### config.mk
export PLATFORM = sky130hd
export DESIGN_NAME = sorted_list_merge
export DESIGN_NICKNAME = d
export VERILOG_FILES = /design/src/rtl/slm_pkg.sv /design/src/rtl/sorted_list_merge.sv /design/src/rtl/slm_cell.sv /design/src/rtl/slm_list.sv
export SDC_FILE = /design/constraint.sdc
export NUM_CORES = 2
export LEC_CHECK = 0
export ABC_CLOCK_PERIOD_IN_PS = 8050
export BUFFER_PORTS_ARGS = -buffer_cell sky130_fd_sc_hd__clkbuf_2
export CAP_MARGIN = 10
export CORE_MARGIN = 2
export CORE_UTILIZATION = 28
export CTS_CLUSTER_DIAMETER = 80
export DETAILED_ROUTE_END_ITERATION = 8
export PLACE_DENSITY = 0.38
export SLEW_MARGIN = 15
export SYNTH_ARGS = -nofsm -noshare
export SYNTH_HDL_FRONTEND = slang
export SYNTH_HIERARCHICAL = 1
export SYNTH_SLANG_ARGS = --single-unit
### constraint.sdc
create_clock -name clk -period 8.05 [get_ports clk]
set_clock_uncertainty 0.1 [all_clocks]
set_input_delay 0.805 -clock clk [delete_from_list [all_inputs] [get_ports clk]]
set_output_delay 0.805 -clock clk [all_outputs]
set_load 0.03 [all_outputs]
### src/rtl/slm_pkg.sv
// shared constants, command codes and list control and status types for the sorted list merge
package slm_pkg;

  localparam int LIST_DEPTH = 32;
  localparam int DATA_WIDTH = 32;
  localparam int CNT_W      = $clog2(LIST_DEPTH + 1);

  typedef enum logic [1:0] {
    CMD_APPEND_A = 2'd0,
    CMD_APPEND_B = 2'd1,
    CMD_MERGE    = 2'd2
  } slm_cmd_t;

  typedef struct packed {
    logic append;
    logic shift;
  } slm_list_ctl_t;

  typedef struct packed {
    logic signed [DATA_WIDTH-1:0] head;
    logic [CNT_W-1:0]             count;
    logic                         full;
  } slm_list_sts_t;

endpackage

### src/rtl/sorted_list_merge.sv
// top level of the sorted list merge: command decode, merge sequencer and result register
//
// Each list is a row of LIST_DEPTH cells with its head in cell zero. An append
// request leaves busy low, so appends may come every cycle while no merge runs;
// an append to a full list is dropped and sets the sticky overflow flag. A
// merge request raises busy until every stored element has been taken:
// each cycle the two head cells are compared (list A wins a tie) and
// the chosen row shifts by one cell. Results are registered and appear in the
// cycle after their comparison, one per cycle with out_strobe high, the final
// one with out_last; the receiver cannot stall them. A merge of two empty lists
// gives no result. The merge empties both lists and clears the overflow flag.
module sorted_list_merge
  import slm_pkg::*;
(
  input  logic                         clk,
  input  logic                         rst_n,
  input  logic                         start,
  output logic                         busy,
  input  logic [1:0]                   in_command,
  input  logic signed [DATA_WIDTH-1:0] in_value,
  output logic                         out_strobe,
  output logic signed [DATA_WIDTH-1:0] out_merged_value,
  output logic                         out_from_b,
  output logic                         out_last,
  output logic                         out_overflow
);

  typedef enum logic {
    ST_IDLE,
    ST_MERGE
  } state_t;

  state_t                       state_r;
  logic                         dropped_r;
  logic                         ovf_r;
  logic                         out_strobe_r;
  logic signed [DATA_WIDTH-1:0] out_value_r;
  logic                         out_from_b_r;
  logic                         out_last_r;
  logic                         out_overflow_r;

  slm_list_ctl_t ctl_a;
  slm_list_ctl_t ctl_b;
  slm_list_sts_t sts_a;
  slm_list_sts_t sts_b;

  logic             accept;
  slm_cmd_t         cmd;
  logic             merging;
  logic             take_b;
  logic             empty_a;
  logic             empty_b;
  logic             last_one;
  logic [CNT_W:0]   total;

  assign accept  = start && !busy;
  assign cmd     = slm_cmd_t'(in_command);
  assign merging = (state_r == ST_MERGE);
  assign busy    = merging;
  assign empty_a = (sts_a.count == '0);
  assign empty_b = (sts_b.count == '0);
  assign take_b  = empty_a || (!empty_b && (sts_b.head < sts_a.head));
  assign total   = (CNT_W+1)'(sts_a.count) + (CNT_W+1)'(sts_b.count);
  assign last_one = (total == (CNT_W+1)'(1));

  always_comb begin
    ctl_a = '0;
    ctl_b = '0;
    if (accept && (cmd == CMD_APPEND_A)) begin
      ctl_a.append = 1'b1;
    end
    if (accept && (cmd == CMD_APPEND_B)) begin
      ctl_b.append = 1'b1;
    end
    if (merging) begin
      ctl_a.shift = !take_b;
      ctl_b.shift = take_b;
    end
  end

  slm_list u_list_a (
    .clk          (clk),
    .rst_n        (rst_n),
    .ctl          (ctl_a),
    .append_value (in_value),
    .sts          (sts_a)
  );

  slm_list u_list_b (
    .clk          (clk),
    .rst_n        (rst_n),
    .ctl          (ctl_b),
    .append_value (in_value),
    .sts          (sts_b)
  );

  always_ff @(posedge clk) begin
    if (!rst_n) begin
      state_r      <= ST_IDLE;
      dropped_r    <= 1'b0;
      ovf_r        <= 1'b0;
      out_strobe_r <= 1'b0;
    end else begin
      out_strobe_r <= 1'b0;
      case (state_r)
        ST_IDLE: begin
          if (accept) begin
            case (cmd)
              CMD_APPEND_A: begin
                if (sts_a.full) begin
                  dropped_r <= 1'b1;
                end
              end
              CMD_APPEND_B: begin
                if (sts_b.full) begin
                  dropped_r <= 1'b1;
                end
              end
              CMD_MERGE: begin
                ovf_r     <= dropped_r;
                dropped_r <= 1'b0;
                if (total != '0) begin
                  state_r <= ST_MERGE;
                end
              end
              default: begin
              end
            endcase
          end
        end
        ST_MERGE: begin
          out_strobe_r   <= 1'b1;
          out_value_r    <= take_b ? sts_b.head : sts_a.head;
          out_from_b_r   <= take_b;
          out_last_r     <= last_one;
          out_overflow_r <= ovf_r;
          if (last_one) begin
            state_r <= ST_IDLE;
          end
        end
        default: begin
          state_r <= ST_IDLE;
        end
      endcase
    end
  end

  assign out_strobe       = out_strobe_r;
  assign out_merged_value = out_value_r;
  assign out_from_b       = out_from_b_r;
  assign out_last         = out_last_r;
  assign out_overflow     = out_overflow_r;

  a_merge_not_empty: assert property (@(posedge clk) disable iff (!rst_n)
    merging |-> (total != '0))
    else $error("merge running with both lists empty");

  a_strobe_after_merge: assert property (@(posedge clk) disable iff (!rst_n)
    out_strobe_r |-> $past(merging))
    else $error("result strobe without a merge cycle");

  a_last_ends_merge: assert property (@(posedge clk) disable iff (!rst_n)
    out_strobe_r |-> (busy == !out_last_r))
    else $error("last mark and busy disagree");

  a_no_append_while_busy: assert property (@(posedge clk) disable iff (!rst_n)
    merging |-> (!ctl_a.append && !ctl_b.append))
    else $error("append during merge");

endmodule

### src/rtl/slm_cell.sv
// one storage cell of a list row: loads an appended word or takes its neighbor's word
module slm_cell
  import slm_pkg::*;
(
  input  logic                         clk,
  input  logic                         load,
  input  logic                         shift,
  input  logic signed [DATA_WIDTH-1:0] load_value,
  input  logic signed [DATA_WIDTH-1:0] next_value,
  output logic signed [DATA_WIDTH-1:0] value
);

  logic signed [DATA_WIDTH-1:0] value_r;

  always_ff @(posedge clk) begin
    if (load) begin
      value_r <= load_value;
    end else if (shift) begin
      value_r <= next_value;
    end
  end

  assign value = value_r;

endmodule

### src/rtl/slm_list.sv
// one list: a row of cells with a fill count, head at cell zero
module slm_list
  import slm_pkg::*;
(
  input  logic                         clk,
  input  logic                         rst_n,
  input  slm_list_ctl_t                ctl,
  input  logic signed [DATA_WIDTH-1:0] append_value,
  output slm_list_sts_t                sts
);

  logic [CNT_W-1:0]             count_r;
  logic [CNT_W-1:0]             count_nxt;
  logic                         full;
  logic signed [DATA_WIDTH-1:0] cell_q [LIST_DEPTH];

  assign full = (count_r == CNT_W'(LIST_DEPTH));

  genvar i;
  generate
    for (i = 0; i < LIST_DEPTH; i++) begin : g_cell
      logic signed [DATA_WIDTH-1:0] nxt_value;
      if (i == LIST_DEPTH - 1) begin : g_tail
        assign nxt_value = cell_q[i];
      end else begin : g_mid
        assign nxt_value = cell_q[i+1];
      end
      slm_cell u_cell (
        .clk        (clk),
        .load       (ctl.append && !full && (count_r == CNT_W'(i))),
        .shift      (ctl.shift),
        .load_value (append_value),
        .next_value (nxt_value),
        .value      (cell_q[i])
      );
    end
  endgenerate

  always_comb begin
    count_nxt = count_r;
    if (ctl.append && !full) begin
      count_nxt = count_r + CNT_W'(1);
    end else if (ctl.shift && (count_r != '0)) begin
      count_nxt = count_r - CNT_W'(1);
    end
  end

  always_ff @(posedge clk) begin
    if (!rst_n) begin
      count_r <= '0;
    end else begin
      count_r <= count_nxt;
    end
  end

  assign sts.head  = cell_q[0];
  assign sts.count = count_r;
  assign sts.full  = full;

endmodule
# == Word level (Yosys, flattened, before mapping) ==
# Cells that the tools add are included.
# totals
wordCells,444
input_bits,37
reg_bits,2099
# classes
muxes,142
n_eq_ne,69
addsub,5
n_reduce_logical,152
magnitude_cmp,1
bitwise_logic,1
# ops
op,count
two-way mux 32 bit,125
== test 6 x 5 -> 1 bit (second input constant),32
nonzero test 2 bit,64
== test 6 x 4 -> 1 bit (second input constant),16
logical AND 1 bit,72
== test 6 x 3 -> 1 bit (second input constant),8
less-than comparator 32 bit,1
== test 6 x 2 -> 1 bit (second input constant),4
two-way mux 6 bit,4
adder 6 x 1 -> 6 bit (second input constant),2
== test 6 x 1 -> 1 bit (second input constant),2
== test 6 bit (second input constant),2
logical NOT 6 bit,2
nonzero test 6 bit,2
subtractor 6 x 1 -> 6 bit (second input constant),2
two-way mux 1 bit,11
adder 6 x 6 -> 7 bit,1
== test 7 x 1 -> 1 bit (second input constant),1
nonzero test 7 bit,1
logical NOT 1 bit,5
AND reduction 5 bit,1
!= test 2 x 1 -> 1 bit (second input constant),2
case mux 1 bit (3 select lines),1
AND reduction 3 bit,1
other kinds (8),8

# == Longest topological paths before layout ==
# depth
depth_word,9
ltp_mapped,13

# == Modules after synthesis ==
# The synthesis kept the hierarchy.
# by_module_without_submodules
module,instances,cells_per_inst,area_per_inst_um2
slm_cell,64,69,1507.7
sorted_list_merge,1,229,2757.6
slm_list,2,111,704.4

# == Worst setup path before layout ==
# No wires, ideal clock.
# synth_timing
path_type,reg-to-reg
startpoint,register u_list_b.g_cell[0].u_cell.value_r[31]
endpoint,register u_list_a.g_cell[0].u_cell.value_r[0] (enable)
arrival_ns,3.259
t_required_ns,7.560
slack_ns,4.301
synth_period_minus_slack_ns,3.749
path_stages_with_launch,10
path_cell_list,edfxtp_1 > ha_1 > nand4_1 > nor4_2 > a21oi_1 > nand4_1 > o21ai_4 > buf_12 > nor2_1 > or2_1
# synth_lines
item,line,source
from (decl),slm_cell.sv:13,logic signed [DATA_WIDTH-1:0] value_r;
from (signal assigned),slm_cell.sv:17,value_r <= load_value;
from (signal assigned),slm_cell.sv:19,value_r <= next_value;
to (signal assigned),slm_cell.sv:17,
to (signal assigned),slm_cell.sv:19,
to (decl),slm_cell.sv:13,

# == Worst setup path in the final report ==
# layout_timing
startpoint,register u_list_b.count_r[1]
endpoint,register u_list_b.g_cell[25].u_cell.value_r[21] (enable)
# layout_between
elab_chain_len,6
# layout_rtl
item,line,source
from (decl),slm_list.sv:12,logic [CNT_W-1:0] count_r;
from (signal assigned),slm_list.sv:52,count_r <= count_nxt;
logical NOT 6 bit,sorted_list_merge.sv:61,assign empty_b = (sts_b.count == '0);
logical NOT 1 bit,sorted_list_merge.sv:62,assign take_b = empty_a || (!empty_b && (sts_b.head < sts_a.head));
logical AND 1 bit,sorted_list_merge.sv:62,
logical OR 1 bit,sorted_list_merge.sv:62,
two-way mux 1 bit,sorted_list_merge.sv:75,if (merging) begin
nonzero test 2 bit (no line) *,-,
to (signal assigned),slm_cell.sv:17,
to (signal assigned),slm_cell.sv:19,
to (decl),slm_cell.sv:13,
# Mark *: on every way between the ends. The rest lies on a longest branch, timed or not.
# A chain may end at the register's enable or synchronous reset.

==> results.md <==
- Run status: finished, final reports clean
- Sequential area share after synthesis: 62.5%
- Vias in the first global route: 48,000
- Area Growth Syn to Fin: 11.6%
- Worst path top cell family by delay: simple AND/OR/NAND/NOR gates
- Post-CTS setup buffers: 0
- Net Switching: ~5400 µW
- Clock root cell: clkbuf_16
- Async SR Flop Fraction: 0%
- Share of power burned in the clock network: 47.1%
- Switch share: 22.1%
- Post-synth EDFFs: around 2,100
- Share of cells above drive strength 1: 51.9%
- Final setup vio count: 0
- Die width: 604 µm
- Comb pwr share: 3.1%
- # rows: 220
- Post-Syn Area per Cell: 20.7 µm²
- Filler cells: 34,800
- Clk Latency, worst-skew pair: 0.88 ns
- DRC: 0
- Synth area leader: edfxtp_1
- Crit path time final: 4.26 ns
- H-tree depth: 5
- Count leader, synth: edfxtp_1
- Flip-flop and latch count after synthesis: 2,099
- Crit end category: flop
- Syn Nets: 4,950
- CTS Sinks: 2,099
- Die area: roughly 360,000 µm²
- CTS tree: yes
- Number of iterations in the first detailed-routing pass: 5
- CTS buffer count: around 260
- Slew Limit Fails: 0
- Synth top cells by count: edfxtp_1 (2,083), mux2_4 (1,883), mux2_2 (197)
- CP Launch Type: flop
- Yosys warns: 6
- DR vias: 43,100
- Nets: 5,181
- Post-route ant nets: 0
- VDD IR max: 136 µV
- CTS clk-pin slew, worst paths: 0.06 ns
- Overall power: 24,200 µW
- Post-CTS Hold Buffers: 0
- Bufs on Longest Clock Path: 4
- Crit-path slowest cell: or2_1
- Critical path class: reg -> reg
- Total GRT Usage: 13.2%
- Post-synth top area share: 62.1%
- Core area: 358,000 µm²
- Worst Tran Pin Value: 1.11 ns
- Placed Cells: 9,604
- WL per Instance: 24.4 µm
- Mapped Area: 101,000 µm²
- FMAX: 0.235 GHz
- Setup tns final: 0 ns
- Via density: 4.27
- Ports: 74
- Multi-input logic area: roughly 33,000 µm²
- CP dominant cell by count: buf_4
- CP max stage delay: approximately 0.57 ns
- Grt ovf: 0
- Cell Count, Final, Fillers Out: 10,100
- Initial Utilization: between 20% and 30%
- Largest net degree at the start of global routing: 65
- Register area: 62,900 µm²
- Top_reg_cell synth: edfxtp_1
- Max_cap viols: 0
- Final hold violations: 0
- Port bufs: 73
- Routability Congestion: around 0.73
- Buf+Inv Stages, Crit Path: 3
- PwrDens: 215 nW/µm²
- Internal Power: ~19,000 µW
- First-pass GRT wire length: 353,000 µm
- Sequential cell fraction of total power: 49.9%
- Max Fanout on Critical Path: 33
- Total wire length: 246,000 µm
- Pleak: ~0.039 µW
- Tcrit/Tclk final: 52.9%
- Synth cell types: 51
- Worst EP required: 8.51 ns
- Die Height: 604 µm
- Cells after Synth: 4,867
- RSZ-0062 raised after global routing: no
- CP arrival: 4.71 ns
- DR iter-0 viols: between 2,000 and 3,000
- Initial antenna violation count: 27
- HP Class: in -> reg
- Post_cts resized: 0
- Slew HR: 25.8%
- Detail Placement HPWL: about 150,000 µm
- Synth area leaders: edfxtp_1 (62%), mux2_4 (28%), buf_12 (3.9%)
- Worst path cell trace: inv_1, ha_1, or3b_1, o21a_4, nand2_1, nor2_4, buf_4, or2_1, buf_4
==> logic make-up (layout without fill, tap and decap cells) <==
logic type	Yosys count	count (layout)	synth area share (%)
flops	2099	2099	62.5
mux	2091	2091	30.4
buf+inv	313	744	4.81
simple gates	260	260	1.37
compound gates	58	58	0.383
fa+ha+maj	46	46	0.579
other cells	0	11	0
==> placed cells by master, fill, tap and decap left out, types with 5 or more instances in the layout <==
cell        count
a21oi_1        20
and2_2         12
and3_1          5
buf_12          5
buf_4         178
buf_6          12
bufinv_16      13
clkbuf_1       59
clkbuf_16     269
clkbuf_2       41
clkinv_1       57
clkinv_2       34
clkinv_8        7
clkinvlp_4      6
dfxtp_1        16
diode_2        11
edfxtp_1     2083
ha_1           45
inv_1          42
inv_6          13
mux2_2        197
mux2_4       1883
mux2i_1        11
nand2_1        44
nand2b_1       13
nand3_1         6
nand4_1         6
nor2_1         15
nor2_4         53
nor2b_1         8
nor3_1          5
nor3b_1         5
o21ai_0        16
or2_1          60
or2_2           6
==> final timing paths <==
| path | from | endpoint | slack, ns | cells after the start |
|---|---|---|---|---|
| setup reg to reg | u_list_b/count_r[1] | u_list_b/g_cell[25].u_cell/value[21] | 3.79 | 9 |
| hold reg to reg | ovf_r | out_overflow | 0.36 | 0 |
| setup / recovery | u_list_b/count_r[1] | u_list_b/g_cell[25].u_cell/value[21] | 3.79 | 9 |
| hold / removal | in_value[16] | u_list_b/g_cell[23].u_cell/value[16] | 0.26 | 2 |
==> area by class of cell <==
cell class	count	share of cell area, %
antenna	11	0.0245
clock buffer	329	6.20
clock inverter	137	1.05
inverter	42	0.140
multi-input combinational	2455	29.7
sequential	2099	56.0
tap	4773	5.32
timing repair buffer	236	1.58
==> registers in the layout, summed over array words and instances (netlist names) <==
register / count
u_list_b/g_cell.u_cell/value: 1024
u_list_b/count_r: 6
out_merged_value: 32
out_from_b: 1
u_list_a/g_cell.u_cell/value: 1024
out_overflow: 1
ovf_r: 1
out_strobe: 1
out_last: 1
u_list_a/count_r: 6
busy: 1
dropped_r: 1
==> metal layers <==
layer	up-vias	routed length, µm	track usage, %
li1	19500	-	-
met4	2	7870	4.44
met3	382	8050	1.89
met1	22600	109000	17.0
met2	666	121000	22.8
met5	-	13	0
==> through the flow <==
step	utilization, %	hold slack (ns)	cell area (µm²)	worst slack, ns
after global placement	29.0	0.364	104000	3.10
final	31.3	0.257	112000	3.79
after CTS	31.3	0.159	112000	3.75
after detailed placement	29.1	0.367	104000	3.36
after global routing	31.3	0.211	112000	3.54
after floorplan	-	0.308	101000	4.30
==> power by group through the flow <==
stage | logic (µW) | clock network [µW] | registers (µW)
floorplan | 298 | 0 | 12300
global placement | 780 | 0 | 12300
detailed placement | 779 | 0 | 12300
CTS | 781 | 11900 | 12100
global route | 805 | 12200 | 12100
finish | 742 | 11400 | 12100
Power figures use the tool's default switching activity.
